===== config.mk =====
export PLATFORM = sky130hd
export DESIGN_NAME = midpoint_circle_rasterizer_core
export DESIGN_NICKNAME = d
export VERILOG_FILES = /design/src/design/mcr_pkg.sv /design/src/design/midpoint_circle_rasterizer_core.sv /design/src/design/mcr_fifo.sv /design/src/design/mcr_front.sv /design/src/design/mcr_back.sv
export SDC_FILE = /design/constraint.sdc
export NUM_CORES = 1
export LEC_CHECK = 0
export ABC_AREA = 1
export ABC_CLOCK_PERIOD_IN_PS = 8130
export BUFFER_PORTS_ARGS = -buffer_cell sky130_fd_sc_hd__buf_2
export CAP_MARGIN = 20
export CORE_UTILIZATION = 25
export CTS_CLUSTER_SIZE = 25
export DETAILED_ROUTE_END_ITERATION = 7
export GPL_ROUTABILITY_DRIVEN = 0
export GPL_TIMING_DRIVEN = 0
export MAX_ROUTING_LAYER = met4
export PLACE_DENSITY_LB_ADDON = 0.05
export SLEW_MARGIN = 20
export SYNTH_ARGS = -nofsm -noshare
export SYNTH_HDL_FRONTEND = slang
export SYNTH_HIERARCHICAL = 1
export SYNTH_SLANG_ARGS = --single-unit
export TNS_END_PERCENT = 10

===== constraint.sdc =====
create_clock -name clk -period 8.13 [get_ports clk]
set_input_delay 0.813 -clock clk [delete_from_list [all_inputs] [get_ports clk]]
set_output_delay 0.813 -clock clk [all_outputs]
set_load 0.05 [all_outputs]

===== src/design/mcr_pkg.sv =====
// Shared constants for the midpoint circle rasterizer.
package mcr_pkg;

  localparam int COORD_BITS_DEF  = 16;
  localparam int RADIUS_BITS_DEF = 14;
  localparam int QUEUE_DEPTH_DEF = 2;

  // request opcodes
  localparam logic OP_START = 1'b0;
  localparam logic OP_STEP  = 1'b1;

  // fill_mode values
  localparam logic MODE_OUTLINE = 1'b0;
  localparam logic MODE_FILL    = 1'b1;

  // segment sequencing
  localparam int          SEG_W            = 3;
  localparam logic [2:0]  LAST_SEG_OUTLINE = 3'd7;
  localparam logic [2:0]  LAST_SEG_FILL    = 3'd3;

endpackage


===== src/design/midpoint_circle_rasterizer_core.sv =====
// Results: a step request is written into the job queue, then each of its results into the
// result queue, from whose head the out_ ports read and out_pop takes them.
// Throughput: one result per cycle while the result queue has room; a step occupies the
// segment sequencer for 8 segments (outline) or 4 (filled), which sets the sustained rate of step requests.
// Requests are taken every cycle while the 2-entry job queue has room; start requests
// produce no result. Reset (rst_n low, synchronous) empties both queues, makes the
// circle idle and clears fill_mode to outline.
module midpoint_circle_rasterizer_core #(
  parameter int COORD_BITS  = mcr_pkg::COORD_BITS_DEF,
  parameter int RADIUS_BITS = mcr_pkg::RADIUS_BITS_DEF,
  parameter int QUEUE_DEPTH = mcr_pkg::QUEUE_DEPTH_DEF
) (
  input  logic                          clk,
  input  logic                          rst_n,
  input  logic                          cfg_we,
  input  logic                          cfg_wdata,
  input  logic                          in_push,
  output logic                          in_full,
  input  logic                          in_op,
  input  logic signed [COORD_BITS-1:0]  in_center_x,
  input  logic signed [COORD_BITS-1:0]  in_center_y,
  input  logic [RADIUS_BITS-1:0]        in_radius,
  output logic                          out_empty,
  input  logic                          out_pop,
  output logic signed [COORD_BITS:0]    out_x_start,
  output logic signed [COORD_BITS:0]    out_y_start,
  output logic signed [COORD_BITS:0]    out_x_end,
  output logic signed [COORD_BITS:0]    out_y_end,
  output logic                          out_last,
  output logic                          out_done_res
);

  localparam int JOB_W = 2*COORD_BITS + 2*(RADIUS_BITS + 2) + 2;
  localparam int OUT_W = COORD_BITS + 1;
  localparam int RES_W = 4*OUT_W + 2;

  logic             jq_push, jq_full, jq_pop, jq_empty;
  logic [JOB_W-1:0] jq_wdata, jq_rdata;
  logic             oq_push, oq_full;
  logic [RES_W-1:0] oq_wdata, oq_rdata;

  mcr_front #(
    .COORD_BITS (COORD_BITS),
    .RADIUS_BITS(RADIUS_BITS)
  ) u_front (
    .clk        (clk),
    .rst_n      (rst_n),
    .cfg_we     (cfg_we),
    .cfg_wdata  (cfg_wdata),
    .in_push    (in_push),
    .in_full    (in_full),
    .in_op      (in_op),
    .in_center_x(in_center_x),
    .in_center_y(in_center_y),
    .in_radius  (in_radius),
    .jq_push    (jq_push),
    .jq_wdata   (jq_wdata),
    .jq_full    (jq_full)
  );

  mcr_fifo #(
    .WIDTH(JOB_W),
    .DEPTH(QUEUE_DEPTH)
  ) u_jobq (
    .clk  (clk),
    .rst_n(rst_n),
    .push (jq_push),
    .wdata(jq_wdata),
    .full (jq_full),
    .pop  (jq_pop),
    .rdata(jq_rdata),
    .empty(jq_empty)
  );

  mcr_back #(
    .COORD_BITS (COORD_BITS),
    .RADIUS_BITS(RADIUS_BITS)
  ) u_back (
    .clk     (clk),
    .rst_n   (rst_n),
    .jq_empty(jq_empty),
    .jq_rdata(jq_rdata),
    .jq_pop  (jq_pop),
    .oq_full (oq_full),
    .oq_push (oq_push),
    .oq_wdata(oq_wdata)
  );

  mcr_fifo #(
    .WIDTH(RES_W),
    .DEPTH(QUEUE_DEPTH)
  ) u_resq (
    .clk  (clk),
    .rst_n(rst_n),
    .push (oq_push),
    .wdata(oq_wdata),
    .full (oq_full),
    .pop  (out_pop),
    .rdata(oq_rdata),
    .empty(out_empty)
  );

  assign out_x_start  = oq_rdata[RES_W-1 -: OUT_W];
  assign out_y_start  = oq_rdata[RES_W-1-OUT_W -: OUT_W];
  assign out_x_end    = oq_rdata[RES_W-1-2*OUT_W -: OUT_W];
  assign out_y_end    = oq_rdata[RES_W-1-3*OUT_W -: OUT_W];
  assign out_last     = oq_rdata[1];
  assign out_done_res = oq_rdata[0];

endmodule


===== src/design/mcr_fifo.sv =====
// Small synchronous queue with registered storage.
module mcr_fifo #(
  parameter int WIDTH = 8,
  parameter int DEPTH = mcr_pkg::QUEUE_DEPTH_DEF
) (
  input  logic             clk,
  input  logic             rst_n,
  input  logic             push,
  input  logic [WIDTH-1:0] wdata,
  output logic             full,
  input  logic             pop,
  output logic [WIDTH-1:0] rdata,
  output logic             empty
);

  // DEPTH must be a power of two so the pointers wrap on their own
  localparam int PW = (DEPTH > 1) ? $clog2(DEPTH) : 1;
  localparam int CW = $clog2(DEPTH + 1);

  logic [WIDTH-1:0] mem_r [DEPTH];
  logic [PW-1:0]    wr_ptr_r, rd_ptr_r;
  logic [CW-1:0]    cnt_r;
  logic             do_push, do_pop;

  assign full    = (cnt_r == CW'(DEPTH));
  assign empty   = (cnt_r == '0);
  assign do_push = push && !full;
  assign do_pop  = pop && !empty;
  assign rdata   = mem_r[rd_ptr_r];

  always_ff @(posedge clk) begin
    if (do_push) begin
      mem_r[wr_ptr_r] <= wdata;
    end
  end

  always_ff @(posedge clk) begin
    if (!rst_n) begin
      wr_ptr_r <= '0;
      rd_ptr_r <= '0;
      cnt_r    <= '0;
    end else begin
      if (do_push) begin
        wr_ptr_r <= wr_ptr_r + PW'(1);
      end
      if (do_pop) begin
        rd_ptr_r <= rd_ptr_r + PW'(1);
      end
      if (do_push && !do_pop) begin
        cnt_r <= cnt_r + CW'(1);
      end else if (do_pop && !do_push) begin
        cnt_r <= cnt_r - CW'(1);
      end
    end
  end

endmodule


===== src/design/mcr_front.sv =====
// Front end: takes requests, keeps the circle walk state, queues step jobs.
module mcr_front #(
  parameter int COORD_BITS  = mcr_pkg::COORD_BITS_DEF,
  parameter int RADIUS_BITS = mcr_pkg::RADIUS_BITS_DEF
) (
  input  logic                          clk,
  input  logic                          rst_n,
  input  logic                          cfg_we,
  input  logic                          cfg_wdata,
  input  logic                          in_push,
  output logic                          in_full,
  input  logic                          in_op,
  input  logic signed [COORD_BITS-1:0]  in_center_x,
  input  logic signed [COORD_BITS-1:0]  in_center_y,
  input  logic [RADIUS_BITS-1:0]        in_radius,
  output logic                          jq_push,
  output logic [2*COORD_BITS+2*(RADIUS_BITS+2)+1:0] jq_wdata,
  input  logic                          jq_full
);

  localparam int O_W = RADIUS_BITS + 2;   // offsets, signed: y drops below zero on radius 0
  localparam int D_W = RADIUS_BITS + 4;   // decision value

  logic signed [COORD_BITS-1:0] cx_r, cy_r;
  logic [RADIUS_BITS-1:0]       r_r;
  logic signed [O_W-1:0]        ox_r, oy_r, ox_nxt, oy_nxt;
  logic signed [D_W-1:0]        d_r, d_nxt;
  logic                         active_r, fill_r;

  logic                         acc, is_step, can_step, done_nxt;
  logic signed [D_W-1:0]        ox_d, oy_d, r_d, tw_ox, tw_oy;

  assign in_full  = jq_full;
  assign acc      = in_push && !jq_full;
  assign is_step  = (in_op == mcr_pkg::OP_STEP);
  assign can_step = active_r && !(oy_r < ox_r);

  assign ox_d  = D_W'(ox_r);
  assign oy_d  = D_W'(oy_r);
  assign r_d   = D_W'($signed({1'b0, r_r}));
  assign tw_ox = ox_d <<< 1;
  assign tw_oy = oy_d <<< 1;

  always_comb begin
    if (d_r >= tw_ox) begin
      d_nxt  = D_W'(d_r - tw_ox - 1);
      ox_nxt = O_W'(ox_r + 1);
      oy_nxt = oy_r;
    end else if (d_r < ((r_d - oy_d) <<< 1)) begin
      d_nxt  = D_W'(d_r + tw_oy - 1);
      ox_nxt = ox_r;
      oy_nxt = O_W'(oy_r - 1);
    end else begin
      d_nxt  = D_W'(d_r + tw_oy - tw_ox - 2);
      ox_nxt = O_W'(ox_r + 1);
      oy_nxt = O_W'(oy_r - 1);
    end
  end

  assign done_nxt = (oy_nxt < ox_nxt);
  assign jq_push  = acc && is_step && can_step;
  assign jq_wdata = {cx_r, cy_r, ox_r, oy_r, fill_r, done_nxt};

  always_ff @(posedge clk) begin
    if (!rst_n) begin
      active_r <= 1'b0;
      fill_r   <= mcr_pkg::MODE_OUTLINE;
    end else begin
      if (cfg_we) begin
        fill_r <= cfg_wdata;
      end
      if (acc) begin
        if (!is_step) begin
          active_r <= 1'b1;
        end else if (can_step) begin
          active_r <= !done_nxt;
        end else begin
          active_r <= 1'b0;
        end
      end
    end
  end

  always_ff @(posedge clk) begin
    if (acc) begin
      if (!is_step) begin
        cx_r <= in_center_x;
        cy_r <= in_center_y;
        r_r  <= in_radius;
        ox_r <= '0;
        oy_r <= O_W'({1'b0, in_radius});
        d_r  <= D_W'($signed({1'b0, in_radius}) - 1);
      end else if (can_step) begin
        ox_r <= ox_nxt;
        oy_r <= oy_nxt;
        d_r  <= d_nxt;
      end
    end
  end

  a_push_needs_active: assert property (@(posedge clk) disable iff (!rst_n)
    jq_push |-> (active_r && !(oy_r < ox_r)))
    else $error("step job queued without a running circle");

  a_done_goes_idle: assert property (@(posedge clk) disable iff (!rst_n)
    (jq_push && done_nxt) |=> !active_r)
    else $error("circle still active after final step");

endmodule


===== src/design/mcr_back.sv =====
// Back end: expands one step job into its outline points or filled spans.
module mcr_back #(
  parameter int COORD_BITS  = mcr_pkg::COORD_BITS_DEF,
  parameter int RADIUS_BITS = mcr_pkg::RADIUS_BITS_DEF
) (
  input  logic                          clk,
  input  logic                          rst_n,
  input  logic                          jq_empty,
  input  logic [2*COORD_BITS+2*(RADIUS_BITS+2)+1:0] jq_rdata,
  output logic                          jq_pop,
  input  logic                          oq_full,
  output logic                          oq_push,
  output logic [4*(COORD_BITS+1)+1:0]   oq_wdata
);

  localparam int O_W   = RADIUS_BITS + 2;
  localparam int OUT_W = COORD_BITS + 1;
  localparam int S_W   = ((COORD_BITS > O_W) ? COORD_BITS : O_W) + 1;
  localparam int OY_LO = 2;
  localparam int OX_LO = OY_LO + O_W;
  localparam int CY_LO = OX_LO + O_W;
  localparam int CX_LO = CY_LO + COORD_BITS;

  logic signed [COORD_BITS-1:0]  cx, cy;
  logic signed [O_W-1:0]         ox, oy;
  logic                          fill, done;
  logic [mcr_pkg::SEG_W-1:0]     k_r, last_k;
  logic                          seg_last;
  logic signed [S_W-1:0]         x_po, x_mo, x_py, x_my, y_po, y_mo, y_py, y_my;
  logic [OUT_W-1:0]              xs, ys, xe, ye;

  assign done = jq_rdata[0];
  assign fill = jq_rdata[1];
  assign oy   = jq_rdata[OX_LO-1:OY_LO];
  assign ox   = jq_rdata[CY_LO-1:OX_LO];
  assign cy   = jq_rdata[CX_LO-1:CY_LO];
  assign cx   = jq_rdata[CX_LO+COORD_BITS-1:CX_LO];

  // x_po = cx + ox, x_my = cx - oy, y_py = cy + oy, ...
  assign x_po = S_W'(cx) + S_W'(ox);
  assign x_mo = S_W'(cx) - S_W'(ox);
  assign x_py = S_W'(cx) + S_W'(oy);
  assign x_my = S_W'(cx) - S_W'(oy);
  assign y_po = S_W'(cy) + S_W'(ox);
  assign y_mo = S_W'(cy) - S_W'(ox);
  assign y_py = S_W'(cy) + S_W'(oy);
  assign y_my = S_W'(cy) - S_W'(oy);

  assign last_k   = (fill == mcr_pkg::MODE_FILL) ? mcr_pkg::LAST_SEG_FILL
                                                 : mcr_pkg::LAST_SEG_OUTLINE;
  assign seg_last = (k_r == last_k);
  assign oq_push  = !jq_empty && !oq_full;
  assign jq_pop   = oq_push && seg_last;

  always_comb begin
    xs = x_po[OUT_W-1:0];
    ys = y_py[OUT_W-1:0];
    xe = x_po[OUT_W-1:0];
    ye = y_py[OUT_W-1:0];
    if (fill == mcr_pkg::MODE_FILL) begin
      case (k_r[1:0])
        2'd0: begin
          xs = x_my[OUT_W-1:0]; ys = y_po[OUT_W-1:0];
          xe = x_py[OUT_W-1:0]; ye = y_po[OUT_W-1:0];
        end
        2'd1: begin
          xs = x_mo[OUT_W-1:0]; ys = y_py[OUT_W-1:0];
          xe = x_po[OUT_W-1:0]; ye = y_py[OUT_W-1:0];
        end
        2'd2: begin
          xs = x_mo[OUT_W-1:0]; ys = y_my[OUT_W-1:0];
          xe = x_po[OUT_W-1:0]; ye = y_my[OUT_W-1:0];
        end
        default: begin
          xs = x_my[OUT_W-1:0]; ys = y_mo[OUT_W-1:0];
          xe = x_py[OUT_W-1:0]; ye = y_mo[OUT_W-1:0];
        end
      endcase
    end else begin
      case (k_r)
        3'd0:    begin xs = x_po[OUT_W-1:0]; ys = y_py[OUT_W-1:0]; end
        3'd1:    begin xs = x_py[OUT_W-1:0]; ys = y_po[OUT_W-1:0]; end
        3'd2:    begin xs = x_mo[OUT_W-1:0]; ys = y_py[OUT_W-1:0]; end
        3'd3:    begin xs = x_my[OUT_W-1:0]; ys = y_po[OUT_W-1:0]; end
        3'd4:    begin xs = x_po[OUT_W-1:0]; ys = y_my[OUT_W-1:0]; end
        3'd5:    begin xs = x_py[OUT_W-1:0]; ys = y_mo[OUT_W-1:0]; end
        3'd6:    begin xs = x_mo[OUT_W-1:0]; ys = y_my[OUT_W-1:0]; end
        default: begin xs = x_my[OUT_W-1:0]; ys = y_mo[OUT_W-1:0]; end
      endcase
      xe = xs;
      ye = ys;
    end
  end

  assign oq_wdata = {xs, ys, xe, ye, seg_last, done && seg_last};

  always_ff @(posedge clk) begin
    if (!rst_n) begin
      k_r <= '0;
    end else if (oq_push) begin
      if (seg_last) begin
        k_r <= '0;
      end else begin
        k_r <= k_r + mcr_pkg::SEG_W'(1);
      end
    end
  end

  a_mid_job_has_job: assert property (@(posedge clk) disable iff (!rst_n)
    (k_r != '0) |-> !jq_empty)
    else $error("segment counter running with no job at the head");

  a_seg_in_range: assert property (@(posedge clk) disable iff (!rst_n)
    !jq_empty |-> (k_r <= last_k))
    else $error("segment counter past the last segment of the job");

endmodule


==> flow_metrics.py <==
metrics = {
    "grt": {
        "antenna_found_initial": 0,
        "track_usage": 0.194,
        "overflow": 0,
        "grt_max_degree": 40,
        "grt_pass1_vias": 24688,
        "grt_pass1_wl_um": 168000,
    },
    "die": {
        "rows": 127,
        "die_width_um": 351,
        "die_h_um": 351,
        "start_util": 0.253,
        "die_area_mm2": 0.123,
        "io_pins": 125,
        "core_mm2": 0.120,
    },
    "placement": {
        "place_ws_ns": 0.877,
        "dp.cells": 5340,
        "hpwlAfterDp_um": 96800,
        "place_area_mm2": 0.0335,
        "io_buffers": 123,
    },
    "detailed_routing": {
        "via_per_inst": 4.56,
        "drt_iter0_markers": 1515,
        "avgRoutedWirePerCell_um": 21.6,
        "drc_errors": 0,
        "antenna_left": 0,
        "firstDrtPassIters": 5,
        "vias": 24756,
        "drt-total-wl_um": 117000,
    },
    "clock_tree": {
        "cts_tree": "done",
        "clock_latency_ns": 0.65,
        "cts_resized": 0,
        "numCtsBuffers": 50,
        "clockBufferDepth": 3,
        "root_buffer": "clkbuf_16",
        "post_cts_buffers": 0,
        "ctsHoldBuffers": 0,
        "cts.sinks": 383,
        "htree_levels": 2,
        "clk_pin_slew_ns": 0.06,
    },
    "timing": {
        "finalHoldViolations": 0,
        "rsz0062_at_grt": "no",
        "tightest_slew_ns": 1.07,
        "skew_ns": 0.0378,
        "fin_ws_ns": 0.935,
        "maxSlewViolCount": 0,
        "period_needed_ns": 7.20,
        "slew_headroom": 0.289,
        "fmax_mhz": 139,
        "final.setup.tns_ns": 0,
        "setup_viol": 0,
        "fin_crit_sh": 0.885,
    },
    "worst_setup_path": {
        "end_kind": "flip-flop",
        "cp.arrival_ns": 7.57,
        "critPathRequiredTime_ns": 8.51,
        "slowest_delay_ns": 0.58,
        "worst-path-max-fanout": 7,
        "critPathKind": "flip-flop to flip-flop",
        "crit_slowest_cell": "o21ai_0",
        "crit_path_start_kind": "flip-flop",
        "crit_top_cell": "nand2_1",
    },
    "finish": {
        "stdcell_area_mm2": 0.0351,
        "drive_above_1_share": 0.146,
        "final_util": 0.292,
        "diodes": 0,
        "fill_cells": 12995,
        "regArea_mm2": 0.0114,
        "layout.cells.non_filler": 5432,
        "multiInputGateArea_mm2": 0.0165,
        "fin_nets": 4111,
        "area_growth_pct": 15.5,
    },
    "yosys": {
        "synthesis.nets": 3921,
        "yosys_warnings": 6,
        "syn_area_mm2": 0.0304,
        "synth_seq_area_share": 0.373,
        "synth-edff-count": 368,
        "postSynth.asyncResetShare": 0,
        "ys_ff_latch": 383,
        "synthDistinctLibCells": 76,
        "synth.avg_cell_area_um2": 8.48,
        "netlist_instances": 3590,
        "ys.flop_type": "edfxtp_1",
    },
    "min_path": {
        "hold_class": "input port to flip-flop",
    },
    "flow_run": {
        "maxCapViolations": 0,
    },
    "power_and_ir_drop": {
        "p_per_area_mw_per_mm2": 218,
        "peakVddDrop_uv": 149,
        "leakage_nw": 15.6,
    },
    "run_status": {
        "status": "complete, no violations",
    },
}
## metal layers
layer  routed length (µm)  track usage  vias up
met3                 3260       0.0174      119
met4                 3250       0.0535        0
met5                    0            -        -
li1                     -            -    12423
met2                58100        0.337      464
met1                52500        0.240    11750
## synthesized netlist by cell type, types with 14 or more instances
cell / n / area, µm²
o21bai_1: 32 / 240
nand4_1: 54 / 338
a21o_1: 16 / 120
a21oi_2: 20 / 175
buf_2: 43 / 215
buf_6: 14 / 158
o211ai_1: 14 / 105
buf_4: 32 / 240
o21ai_0: 114 / 571
ha_1: 266 / 3330
mux2_2: 26 / 293
edfxtp_1: 368 / 11100
inv_2: 19 / 71.3
nor2_1: 265 / 995
mux2_4: 110 / 1650
a21oi_1: 191 / 956
clkbuf_1: 26 / 97.6
nand2_2: 15 / 93.8
o21ai_1: 30 / 150
nand3_1: 269 / 1350
xnor2_1: 26 / 228
dfxtp_1: 15 / 300
nor3_1: 41 / 205
xor2_1: 112 / 981
inv_1: 449 / 1690
nand2_1: 844 / 3170
## final timing paths
| check | startpoint | endpoint | slack, ns | depth (start not counted) |
|---|---|---|---|---|
| max | u_front/oy_r[0] | u_jobq/mem_r[1][0] | 0.93 | 37 |
| min | in_center_y[10] | u_front/cy_r[10] | 0.34 | 1 |
| max reg2reg | u_front/oy_r[0] | u_jobq/mem_r[1][0] | 0.93 | 37 |
| min reg2reg | u_front/cx_r[9] | u_jobq/mem_r[1][59] | 0.44 | 0 |
## cells in the final DEF (no fill, tap or decap), types with 30 or more instances in the layout
| master | instances |
|---|---|
| nor3_1 | 41 |
| clkbuf_1 | 39 |
| inv_1 | 449 |
| nand3_1 | 269 |
| o21bai_1 | 32 |
| o21ai_0 | 114 |
| nand4_1 | 54 |
| nor2_1 | 260 |
| xor2_1 | 112 |
| mux2_4 | 110 |
| nand2_1 | 843 |
| o21ai_1 | 30 |
| clkbuf_16 | 51 |
| buf_4 | 32 |
| a21oi_1 | 191 |
| edfxtp_1 | 368 |
| buf_2 | 167 |
| ha_1 | 266 |
## through the flow
stage          hold WS (ns)  power (W)
3_5_place_dp          0.435    0.00545
3_3_place_gp          0.430    0.00546
4_1_cts               0.294    0.00781
5_1_grt               0.312    0.00817
6_report              0.345    0.00768
2_1_floorplan         0.421    0.00457
## worst max-delay path: cells and delay by family (launching register included)
kind / cells / cell delay, ns
AO/OA/AOI/OAI: 10 / 2.46
AND/OR/NAND/NOR: 19 / 2.09
adder cells (fa/ha/maj): 4 / 1.40
flip-flops: 1 / 0.53
XOR/XNOR: 2 / 0.29
buffers and inverters: 2 / 0.20
## kinds of logic after synthesis
logic type	synth area share
simple gates	0.221
buf+inv	0.0875
compound gates	0.0969
flops	0.373
fa+ha+maj	0.117
xor+xnor	0.0408
mux	0.0642
## area by class of cell
type | count | area share
buffer | 130 | 0.0252
clock buffer | 67 | 0.0389
clock inverter | 25 | 0.00851
inverter | 473 | 0.0507
multi-input combinational | 2604 | 0.469
sequential | 383 | 0.323
tap | 1612 | 0.0574
timing repair buffer | 138 | 0.0278
## report_power, final
group / internal, W / switching [W] / total [W] / leakage (nW)
clock: 0.00137 / 0.000923 / 0.00229 / 0.812
sequential: 0.00231 / 0.0000962 / 0.00241 / 3.49
combinational: 0.00103 / 0.00195 / 0.00298 / 11.3
total: 0.00471 / 0.00297 / 0.00768 / 15.6
## state kept, by name (all words and copies together) (netlist names), 2 cells and up, named ones only
name          count
u_back/k_r        3
u_front/cx_r     16
u_front/cy_r     16
u_front/d_r      18
u_front/ox_r     16
u_front/oy_r     16
u_front/r_r      14
u_jobq/cnt_r      2
u_jobq/mem_r    132
u_resq/cnt_r      2
u_resq/mem_r    140
Note: power is estimated with default switching activity, not from simulation.
